<file path="src/rtl/core/text_mode_character_writer_defines.svh">
// Assertion macros shared by the text-mode character writer RTL.
// Needs signals named clk and arst_n in the scope where a macro is used.
`ifndef TEXT_MODE_CHARACTER_WRITER_DEFINES_SVH
`define TEXT_MODE_CHARACTER_WRITER_DEFINES_SVH

// The consequent must hold in the same cycle as the antecedent.
`define TMCW_ASSERT_NOW(label, ante, cons, msg) \
	label: assert property (@(posedge clk) disable iff (!arst_n) (ante) |-> (cons)) \
		else $error(msg);

// The consequent must hold in the cycle after the antecedent.
`define TMCW_ASSERT_NEXT(label, ante, cons, msg) \
	label: assert property (@(posedge clk) disable iff (!arst_n) (ante) |=> (cons)) \
		else $error(msg);

`endif

</file>
<file path="src/rtl/core/tmcw_pkg.sv">
// Shared types and constants of the text-mode character writer.
// No dependencies; used by the top level, tmcw_cfg and tmcw_ctrl.
`timescale 1ns / 1ps

package tmcw_pkg;

	// Action codes of an input request.
	localparam logic [1:0] ACT_PUT         = 2'd0;
	localparam logic [1:0] ACT_DELETE      = 2'd1;
	localparam logic [1:0] ACT_HIGHLIGHT   = 2'd2;
	localparam logic [1:0] ACT_UNHIGHLIGHT = 2'd3;

	// Configuration register indexes.
	localparam logic REG_FOREGROUND = 1'b0;
	localparam logic REG_BACKGROUND = 1'b1;

	localparam logic [7:0] NEWLINE_CODE = 8'h0A;
	localparam logic [7:0] SPACE_CODE   = 8'h20;
	localparam logic [7:0] ATTR_INVERSE = 8'hF0;
	localparam logic [7:0] ATTR_NORMAL  = 8'h0F;

	localparam logic [3:0] FOREGROUND_RESET = 4'd15;
	localparam logic [3:0] BACKGROUND_RESET = 4'd0;

	// Width of linear cell index arithmetic; covers the largest screen.
	localparam int IDX_W = 12;

	typedef struct packed {
		logic       clearing;
		logic       executing;
		logic [4:0] row;
		logic [6:0] column;
	} tmcw_status_t;

endpackage

</file>
<file path="src/rtl/core/tmcw_cfg.sv">
// APB-style register file holding the foreground and background colors.
// Depends on tmcw_pkg for register indexes and reset values.
`timescale 1ns / 1ps

module tmcw_cfg (
	input  logic        clk,
	input  logic        arst_n,
	input  logic        psel,
	input  logic        penable,
	input  logic        pwrite,
	input  logic [2:0]  paddr,
	input  logic [31:0] pwdata,
	output logic [31:0] prdata,
	output logic        pready,
	output logic [7:0]  attr
);

	logic [3:0] fg_q;
	logic [3:0] bg_q;
	logic       wr_en;

	assign pready = 1'b1;
	assign wr_en  = psel && penable && pwrite;

	// The low address bits select a byte inside the word and are ignored.
	always_ff @(posedge clk or negedge arst_n) begin
		if (!arst_n) begin
			fg_q <= tmcw_pkg::FOREGROUND_RESET;
			bg_q <= tmcw_pkg::BACKGROUND_RESET;
		end else if (wr_en) begin
			case (paddr[2])
				tmcw_pkg::REG_FOREGROUND: fg_q <= pwdata[3:0];
				tmcw_pkg::REG_BACKGROUND: bg_q <= pwdata[3:0];
				default: ;
			endcase
		end
	end

	always_comb begin
		case (paddr[2])
			tmcw_pkg::REG_FOREGROUND: prdata = {28'd0, fg_q};
			tmcw_pkg::REG_BACKGROUND: prdata = {28'd0, bg_q};
			default: prdata = 32'd0;
		endcase
	end

	assign attr = {bg_q, fg_q};

endmodule

</file>
<file path="config.mk">
export PLATFORM = sky130hd
export DESIGN_NAME = tmcw_cfg
export DESIGN_NICKNAME = d
export VERILOG_FILES = /design/src/rtl/core/text_mode_character_writer_defines.svh /design/src/rtl/core/tmcw_pkg.sv /design/src/rtl/core/tmcw_cfg.sv
export SDC_FILE = /design/constraint.sdc
export NUM_CORES = 1
export LEC_CHECK = 0
export ABC_AREA = 1
export BUFFER_PORTS_ARGS = -buffer_cell sky130_fd_sc_hd__buf_2
export CORE_MARGIN = 2
export CORE_UTILIZATION = 33
export CTS_CLUSTER_SIZE = 20
export DETAILED_ROUTE_END_ITERATION = 7
export PLACE_DENSITY_LB_ADDON = 0.15
export SLEW_MARGIN = 15
export SYNTH_ARGS = -nofsm -noshare
export SYNTH_HDL_FRONTEND = slang
export SYNTH_SLANG_ARGS = --single-unit
</file>
<file path="constraint.sdc">
create_clock -name clk -period 1.5 [get_ports clk]
set_clock_uncertainty 0.2 [all_clocks]
set_input_delay 0.225 -clock clk [delete_from_list [all_inputs] [get_ports clk]]
set_output_delay 0.225 -clock clk [all_outputs]
set_load 0.005 [all_outputs]
</file>
Word-level counts from Yosys, hierarchy flattened
Index checks and enable logic that the tools add are counted.
- bits of input ports: 40
- register bits after elaboration: 8
- bits in latches: 0
- memories kept: 0
- RAM bits: 0
- bits in read-only memories: 0
- muxes and demuxes: 1
- multiply operators: 0
- equal/unequal tests: 0
- divide/modulo/power cells: 0
- reductions and logical operators: 4
- order comparisons: 0
- shifts and indexed selects: 0
- add/subtract/negate cells: 0
- bitwise logic cells: 1
- operator list (kind ; count):
    32-bit one-hot mux with 2 select lines ; 1
    2-bit AND reduction ; 2
    1-bit logical AND ; 2
    1-bit inverter ; 1

Logic depth before layout (Yosys ltp)
Gate-level depths: netlist (run 1).
- word-level depth: 3
- depth in mapped cells: 5

Worst setup path after synthesis (run 1)
No wires, ideal clock.
- path kind: register -> output
- start point: register fg_q[0]
- end point: output port prdata[0]
- arrival time: 632 ps
- setup slack: 443 ps
- data required time: 1075 ps
- stages on the path, launching flop included: 3
- cells stage by stage: dfstp_2 -> nand2_1 -> nand2_1
- longest elaborated chain between the ends: 1
- RTL lines (element ; line ; source):
    start: declaration ; tmcw_cfg.sv:18 ; logic [3:0] fg_q;
    start signal: assignment ; tmcw_cfg.sv:28 ; fg_q <= tmcw_pkg::FOREGROUND_RESET;
    start signal: assignment ; tmcw_cfg.sv:32 ; tmcw_pkg::REG_FOREGROUND: fg_q <= pwdata[3:0];
    32-bit one-hot mux with 2 select lines ; tmcw_cfg.sv:40 ; case (paddr[2])
    end: declaration ; tmcw_cfg.sv:13 ; output logic [31:0] prdata,
Every way passes these cells. The select of a mux whose other input is x is not followed.

Final worst setup path (run 1)
Ends and elaborated chain as after synthesis.

==> results of run 1 <==
## final cells by class
type	instances	area share, %
tap	25	4.496
sequential	8	29.50
clock buffer	4	3.777
timing repair buffer	24	19.42
inverter	2	1.439
multi-input combinational	69	41.37
## critical path, delay by kind of cell (launching register included)
family / cells / cell delay [ns]
buffers and inverters: 1 / 0.10
and+or+nand+nor: 2 / 0.11
DFF: 1 / 0.54
## through the flow
step	setup slack (ns)	instances	utilization, %	power (mW)	hold slack, ns
5_1_grt	0.01155	132	39.43	0.7174	0.001007
6_report	0.07869	132	39.43	0.6593	0.003817
3_3_place_gp	0.3116	125	36.24	0.4784	-0.1194
4_1_cts	0.06388	131	38.87	0.6685	0.003969
2_1_floorplan	0.4433	109	-	0.4458	-0.2706
3_5_place_dp	0.3195	125	36.24	0.4796	-0.1172
## final timing paths
path	startpoint	to	slack, ns	cells after the start
setup / recovery	fg_q[0]$_DFFE_PN1P_	prdata[0]	0.08	3
hold / removal	pwdata[3]	fg_q[3]$_DFFE_PN1P_	0.004	3
setup reg to reg	fg_q[0]$_DFFE_PN1P_	fg_q[0]$_DFFE_PN1P_	0.59	2
hold reg to reg	fg_q[3]$_DFFE_PN1P_	fg_q[3]$_DFFE_PN1P_	0.27	2
max in group asynchronous	arst_n	fg_q[3]$_DFFE_PN1P_	0.71	2
min in group asynchronous	arst_n	bg_q[1]$_DFFE_PN0P_	0.14	2
## cells in the final DEF (no fill, tap or decap)
| cell | netlist | routed |
|---|---|---|
| clkbuf_1 | 0 | 1 |
| nand4_1 | 1 | 1 |
| clkbuf_4 | 0 | 3 |
| nand3_1 | 8 | 8 |
| inv_2 | 1 | 1 |
| dlygate4sd3_1 | 0 | 3 |
| nand2_1 | 29 | 29 |
| nand4_2 | 1 | 1 |
| nor2_4 | 1 | 1 |
| buf_2 | 0 | 21 |
| dfrtp_1 | 4 | 4 |
| inv_4 | 1 | 1 |
| dfstp_2 | 4 | 4 |
| conb_1 | 2 | 29 |
## routing by layer
| layer | vias to the layer above | share of wire (%) | track usage [%] |
|---|---|---|---|
| met5 | - | 0 | 0 |
| met1 | 212 | 47 | 13.93 |
| met3 | 0 | 12 | 3.396 |
| met2 | 32 | 41 | 14.13 |
| met4 | 0 | 0 | 4.865 |
| li1 | 245 | - | - |
## flip-flops by register name, indices dropped and copies added (netlist names)
signal and cells:
bg_q 4, fg_q 4
## power groups by stage
stage	sequential, mW	combinational (mW)	clock (mW)
after floorplan	0.307	0.139	0
after global placement	0.305	0.173	0
after detailed placement	0.306	0.174	0
after CTS	0.304	0.178	0.187
after global routing	0.308	0.208	0.201
final	0.303	0.178	0.179
## logic make-up after synthesis
group / Yosys count / share of synthesized area (%)
other cells: 2 / 1.191
simple gates: 40 / 28.37
flops: 8 / 32.54
buf+inv: 32 / 37.90
## what timing repair did
item	in CTS	in global routing
endpoints found under the setup margin	0	0
hold buffers	2	1
endpoints found under the hold margin	9	1
setup buffers	0	0
resized for setup	0	0
==> out/qor.txt, run 1 <==
Area contributors post-synth = buf_4 (35%), nand2_1 (17%), dfstp_2 (17%)
power per cell area = 947.7 nW/µm²
Final Wtd Congestion = 0.7161
GRT Residual Overflow = 0
Max stage delay cell, worst path = dfstp_2
sequential cell area fraction in the yosys report = 32.54%
synthesized area = 630.6 µm²
P&R area growth vs syn = 10.32%
initial antenna violation count = 0
Post-synth top cells = buf_4 (29), nand2_1 (29), nand3_1 (8)
Die Ht = 47.72 µm
crit-path max FO = 3
Final nets = 148
Cell Chain, Critical Path = nand2_1, nand2_1, buf_2
CORE AREA = 1764 µm²
Worst-path clk slew = 0.05 ns
# setup viols final = 0
DRT iter0 DRCs = 0
Core Rows = 15
critical path type = reg -> out
Worst Setup End Kind = primary output
worst min path class = in -> reg
RSZ-0062 raised after global routing = false
Main synth FF type = dfstp_2
Post-synth EDFFs = 0
part of the power in the clock network = 27.1%
Die X = 47.72 µm
WP data arrival = 1.00 ns
# IOs = 81
setup TNS = 0 ns
number of port buffers = 21
CP Launch Type = flip-flop
Post-DRT Antenna Nets = 0
Clk Latency, worst-skew pair = 0.25 ns
Synth Instances = 82
fillers = 199
leakage power = 0.4236 nW
area leader, netlist = buf_4
status = finished, final reports clean
most used cell, CP = nand2_1
Switching Share = 31.23%
Die Area = 2277 µm²
Max VDD drop = 430.5 µV
Logic pwr share = 27.0%
DP HPWL = 906.6 µm
ys async rst share = 100.0%
FF/Latch Area = 205.2 µm²
internal power = 0.4534 mW
CP required = 1.07 ns
slowest stage delay, CP = 0.54 ns
synthesized flop and latch total = 8
final wirelength = 1113 µm
layout cells sized above 1 = 29.91%
routed via count = 489
top cell type's share of synthesized area = 34.52%
Avg Synthesized Cell Area = 7.690 µm²
CTS tree = yes
cell area after layout = 695.7 µm²
CTS Buf Count = 3
post-layout min period = 1.421 ns
GR Util All Layers = 10.13%
n_diodes = 0
vias in the first global route = 356
number of max-cap violations = 0
Multi-input gate area = 287.8 µm²
maximum clock rate = 703.6 MHz
period utilization = 94.75%
Slew Limit Fails = 0
Final Hold Viols = 0
Clock Path Buffers = 2
Synth cell types = 12
DR WL/cell = 8.432 µm
initial core utilization = 35.74%
CTS root buf = clkbuf_4
Residual DRC = 0
DR pass1 iterations = 1
Sink Count = 8
sequential share of power = 45.9%
first-pass GRT wire length = 1573 µm
switching power = 0.2059 mW
vias per cell = 3.705
htree depth = 1
DP Area = 639.4 µm²
largest net degree at the start of global routing = 11
yosys warns = 0
Power figures use the tool's default switching activity.
==> run 2, diff against run 1 <==
- HOLD_SLACK_MARGIN: unset -> 0.02
==> out/qor.txt, run 2 (synthesized netlist as in run 1, its figures left out) <==
first-pass GRT wire length = 1600 µm (was 1573 µm)
Worst-path clk slew = 0.06 ns (was 0.05 ns)
RSZ-0062 raised after global routing = false (unchanged)
vias in the first global route = 368 (was 356)
CTS tree = yes (unchanged)
# setup viols final = 0 (unchanged)
Slew Limit Fails = 0 (unchanged)
# IOs = 81 (unchanged)
period utilization = 94.75% (about the same)
Logic pwr share = 27.4% (was 27.0%)
largest net degree at the start of global routing = 11 (unchanged)
power per cell area = 926.9 nW/µm² (was 947.7 nW/µm²)
crit-path max FO = 3 (unchanged)
switching power = 0.2066 mW (was 0.2059 mW)
biggest regs = bg_q x4, fg_q x4 (unchanged)
GR Util All Layers = 10.28% (was 10.13%)
Max stage delay cell, worst path = dfstp_2 (unchanged)
CTS root buf = clkbuf_4 (unchanged)
post-layout min period = 1.421 ns (about the same)
Residual DRC = 0 (unchanged)
internal power = 0.4568 mW (was 0.4534 mW)
status = finished, final reports clean (unchanged)
CP Launch Type = flip-flop (unchanged)
initial core utilization = 35.74% (unchanged)
Core Rows = 15 (unchanged)
number of max-cap violations = 0 (unchanged)
GRT Residual Overflow = 0 (unchanged)
CTS Buf Count = 3 (unchanged)
post-CTS setup buffers = 0 (unchanged)
total power draw = 0.6634 mW (was 0.6593 mW)
Final Wtd Congestion = 0.7161 (unchanged)
fillers = 195 (was 199)
Die Area = 2277 µm² (unchanged)
Final Hold Viols = 0 (unchanged)
number of port buffers = 21 (unchanged)
final wirelength = 1121 µm (was 1113 µm)
CP required = 1.07 ns (about the same)
WP data arrival = 1.00 ns (about the same)
critical path type = reg -> out (unchanged)
Sink Count = 8 (unchanged)
routed via count = 497 (was 489)
setup TNS = 0 ns (unchanged)
hold_sp = paddr[2] (was pwdata[3])
n_diodes = 0 (unchanged)
commonest non-fill, non-tap cells in the layout = nand2_1 (29), conb_1 (29), buf_2 (21) (unchanged)
initial antenna violation count = 0 (unchanged)
Die X = 47.72 µm (unchanged)
CORE AREA = 1764 µm² (unchanged)
P&R area growth vs syn = 13.49% (was 10.32%)
DP HPWL = 906.6 µm (unchanged)
layout cells sized above 1 = 29.36% (was 29.91%)
FF/Latch Area = 205.2 µm² (unchanged)
Post-DRT Antenna Nets = 0 (unchanged)
worst min path class = in -> reg (unchanged)
DR pass1 iterations = 1 (unchanged)
sequential share of power = 45.6% (was 45.9%)
DR WL/cell = 8.366 µm (was 8.432 µm)
maximum clock rate = 703.6 MHz (about the same)
Setup crit start = fg_q[0]$_DFFE_PN1P_ (unchanged)
Multi-input gate area = 287.8 µm² (unchanged)
most used cell, CP = nand2_1 (unchanged)
Worst Setup End Kind = primary output (unchanged)
Clock Path Buffers = 2 (unchanged)
part of the power in the clock network = 27.0% (was 27.1%)
htree depth = 1 (unchanged)
Die Ht = 47.72 µm (unchanged)
Max VDD drop = 430.5 µV (about the same)
Final nets = 150 (was 148)
leakage power = 0.4320 nW (was 0.4236 nW)
Clk Latency, worst-skew pair = 0.25 ns (about the same)
Cell Chain, Critical Path = nand2_1, nand2_1, buf_2 (unchanged)
RR Startpoint = fg_q[0]$_DFFE_PN1P_ (unchanged)
Switching Share = 31.15% (was 31.23%)
slowest stage delay, CP = 0.54 ns (about the same)
vias per cell = 3.709 (was 3.705)
DRT iter0 DRCs = 0 (unchanged)
## run 2: worst max-delay path: cells and delay by family, from the launching register on
family	cells	cell delay, ns
and+or+nand+nor	2	0.11
buffers and inverters	1	0.10
DFF	1	0.54
## run 2: timing repair
| action | in CTS | in global routing |
|---|---|---|
| endpoints found under the hold margin | 15 | 0 |
| hold buffers | 5 | 0 |
| resized for setup | 0 | 0 |
| setup endpoints to repair | 0 | 0 |
## run 2: cell type report
class / instances / area share (%)
tap: 25 / 4.371
inverter: 2 / 1.399
multi-input combinational: 69 / 40.21
sequential: 8 / 28.67
clock buffer: 4 / 3.671
timing repair buffer: 26 / 21.68
## run 2: worst paths after layout
check | end | slack, ns | depth (start not counted)
min in group asynchronous | bg_q[1]$_DFFE_PN0P_ | 0.14 | 2
worst min register to register | fg_q[3]$_DFFE_PN1P_ | 0.27 | 2
worst min-delay path | bg_q[3]$_DFFE_PN0P_ | 0.12 | 3
worst max-delay path | prdata[0] | 0.08 | 3
worst max register to register | fg_q[0]$_DFFE_PN1P_ | 0.59 | 2
max in group asynchronous | fg_q[3]$_DFFE_PN1P_ | 0.71 | 2
## run 2: metrics by stage
step,worst slack (ns),instance area [µm²],std cells,hold WS (ns),util (%)
finish,0.07872,715.7,134,0.1168,40.57
global route,0.01155,715.7,134,0.1252,40.57
CTS,0.06388,715.7,134,0.1103,40.57
detailed placement,0.3195,639.4,125,-0.1172,36.24
global placement,0.3116,639.4,125,-0.1194,36.24
floorplan,0.4433,732.0,109,-0.2706,-
## run 2: metal layers
metal  part of all wire (%)  wire (µm)  track usage (%)  vias up
met5                      0          0                0        -
met4                      0          0            4.865        0
met3                     11        127            3.396        0
met2                     41        463            14.67       32
met1                     47        529            13.93      216
li1                       -          -                -      249
## run 2: power groups by stage
stage	combinational, mW	clock [mW]	sequential, mW
floorplan	0.139	0	0.307
global placement	0.173	0	0.305
detailed placement	0.174	0	0.306
CTS	0.184	0.187	0.304
global route	0.212	0.201	0.308
finish	0.182	0.179	0.303
==> run 3, diff against run 2 <==
- CORE_UTILIZATION: 33 -> 28
- PLACE_DENSITY: unset -> 0.75
- PLACE_DENSITY_LB_ADDON: 0.15 -> unset
- clock period: 1.5 -> 1.2 ns (I/O delays scaled with it)
==> out/qor.txt, run 3 (synthesized netlist as in run 1, its figures left out) <==
CTS tree = yes (unchanged)
maximum clock rate = 711.3 MHz
Final nets = 153 (was 150)
violated checks = setup timing
biggest regs = bg_q x4, fg_q x4 (unchanged)
routed via count = 518 (was 497)
Cell Chain, Critical Path = nand2_1, nand2_1, buf_2 (unchanged)
Switching Share = 31.26% (was 31.15%)
Worst Setup End Kind = primary output (unchanged)
first-pass GRT wire length = 1911 µm (was 1600 µm)
RSZ-0062 raised after global routing = true (was false)
leakage power = 0.4497 nW (was 0.4320 nW)
post-layout min period = 1.406 ns
Clock Path Buffers = 2 (unchanged)
Post-DRT Antenna Nets = 0 (unchanged)
DP Area = 643.1 µm² (was 639.4 µm²)
cell area after layout = 752.0 µm² (was 715.7 µm²)
period utilization = 117.2%
Core Rows = 17 (was 15)
n_diodes = 0 (unchanged)
DRT iter0 DRCs = 10 (was 0)
final wirelength = 1249 µm (was 1121 µm)
initial antenna violation count = 0 (unchanged)
fin util = 34.66% (was 40.57%)
Die Area = 2648 µm² (was 2277 µm²)
DP HPWL = 914.7 µm (was 906.6 µm)
Place WS = 0.07181 ns (was 0.3195 ns)
GR Util All Layers = 10.10% (was 10.28%)
power per cell area = 1169 nW/µm² (was 926.9 nW/µm²)
status = complete, but fails checks (was finished, final reports clean)
part of the power in the clock network = 25.3% (was 27.0%)
number of port buffers = 21 (unchanged)
number of max-cap violations = 0 (unchanged)
setup ws final = -0.2059 ns (was 0.07872 ns)
Logic pwr share = 31.5% (was 27.4%)
CP delay by family, top = flip-flops (unchanged)
WP data arrival = 1.03 ns (was 1.00 ns)
CORE AREA = 2170 µm² (was 1764 µm²)
switching power = 0.2748 mW (was 0.2066 mW)
GRT Residual Overflow = 0 (unchanged)
CP Launch Type = flip-flop (unchanged)
initial core utilization = 29.07% (was 35.74%)
slowest stage delay, CP = 0.55 ns (was 0.54 ns)
# setup viols final = 8 (was 0)
Final Hold Viols = 0 (unchanged)
Max stage delay cell, worst path = dfstp_2 (unchanged)
most used cell, CP = nand2_1 (unchanged)
hold slack = 0.07406 ns (was 0.1168 ns)
Clk Latency, worst-skew pair = 0.26 ns (was 0.25 ns)
Die Ht = 51.46 µm (was 47.72 µm)
vias per cell = 3.700 (was 3.709)
CP required = 0.82 ns (was 1.07 ns)
total power draw = 0.8791 mW (was 0.6634 mW)
DR WL/cell = 8.921 µm (was 8.366 µm)
CTS Buf Count = 3 (unchanged)
Die X = 51.46 µm (was 47.72 µm)
htree depth = 1 (unchanged)
Max VDD drop = 582.1 µV (was 430.5 µV)
crit-path max FO = 3 (unchanged)
Residual DRC = 0 (unchanged)
CTS root buf = clkbuf_4 (unchanged)
worst min path class = in -> reg (unchanged)
Sink Count = 8 (unchanged)
# IOs = 81 (unchanged)
fillers = 235 (was 195)
P&R area growth vs syn = 19.25% (was 13.49%)
Final Wtd Congestion = 0.8046 (was 0.7161)
DR pass1 iterations = 4 (was 1)
internal power = 0.6043 mW (was 0.4568 mW)
Buf+Inv Stages, Crit Path = 1 (unchanged)
critical path type = reg -> out (unchanged)
Worst-path clk slew = 0.06 ns (about the same)
Slew Limit Fails = 0 (unchanged)
sequential share of power = 43.2% (was 45.6%)
commonest non-fill, non-tap cells in the layout = nand2_1 (29), conb_1 (29), buf_2 (20) (was nand2_1 (29), conb_1 (29), buf_2 (21))
largest net degree at the start of global routing = 11 (unchanged)
layout cells sized above 1 = 31.25% (was 29.36%)
vias in the first global route = 432 (was 368)
run 3: cell count changes in the layout (fill, tap and decap cells not counted):
cell	before	now
buf_2	21	20
buf_4	0	2
buf_6	0	2
run 3: final timing paths:
path / endpoint / cells past startpoint / start / slack [ns]
setup / recovery: prdata[0] / 3 / fg_q[0]$_DFFE_PN1P_ / -0.21
hold / removal: fg_q[3]$_DFFE_PN1P_ / 5 / pwrite / 0.07
setup reg to reg: fg_q[2]$_DFFE_PN1P_ / 3 / fg_q[2]$_DFFE_PN1P_ / 0.20
hold reg to reg: fg_q[3]$_DFFE_PN1P_ / 2 / fg_q[3]$_DFFE_PN1P_ / 0.28
max in group asynchronous: fg_q[2]$_DFFE_PN1P_ / 2 / arst_n / 0.45
min in group asynchronous: bg_q[0]$_DFFE_PN0P_ / 2 / arst_n / 0.09
run 3: power groups by stage:
stage / combinational [mW] / sequential, mW / clock, mW
CTS: 0.244 / 0.380 / 0.236
global placement: 0.213 / 0.382 / 0
finish: 0.277 / 0.380 / 0.222
floorplan: 0.174 / 0.383 / 0
global route: 0.311 / 0.388 / 0.260
detailed placement: 0.221 / 0.383 / 0
run 3: what timing repair did:
item,CTS,global route
endpoints found under the hold margin,16,0
buffers inserted,1,2
endpoints found under the setup margin,8,11
gates resized for setup,0,2
hold buffers,5,0
run 3: cell type report:
class                      instances  area (µm²)  share of cell area (%)
timing repair buffer              29       187.7                   24.96
tap                               28       35.03                   4.659
multi-input combinational         69       287.8                   38.27
inverter                           2       10.01                   1.331
sequential                         8       205.2                   27.29
clock buffer                       4       26.28                   3.494
run 3: worst reg2reg max path: cells and delay by family, from the launching register on:
kind                   cells  cell delay (ns)
DFF                        1             0.53
and+or+nand+nor            2             0.10
buffers and inverters      1             0.11
run 3: through the flow:
stage	TNS, ns	std cells
2_1_floorplan	0	109
3_3_place_gp	0	128
3_5_place_dp	0	128
4_1_cts	-1.137	138
5_1_grt	-1.507	140
6_report	-1.100	140
run 3: metal layers:
metal | global-route usage [%] | routed length (µm)
met1 | 13.36 | 596
met2 | 14.74 | 512
met3 | 2.924 | 140
met4 | 5.263 | 0
met5 | 0 | 0
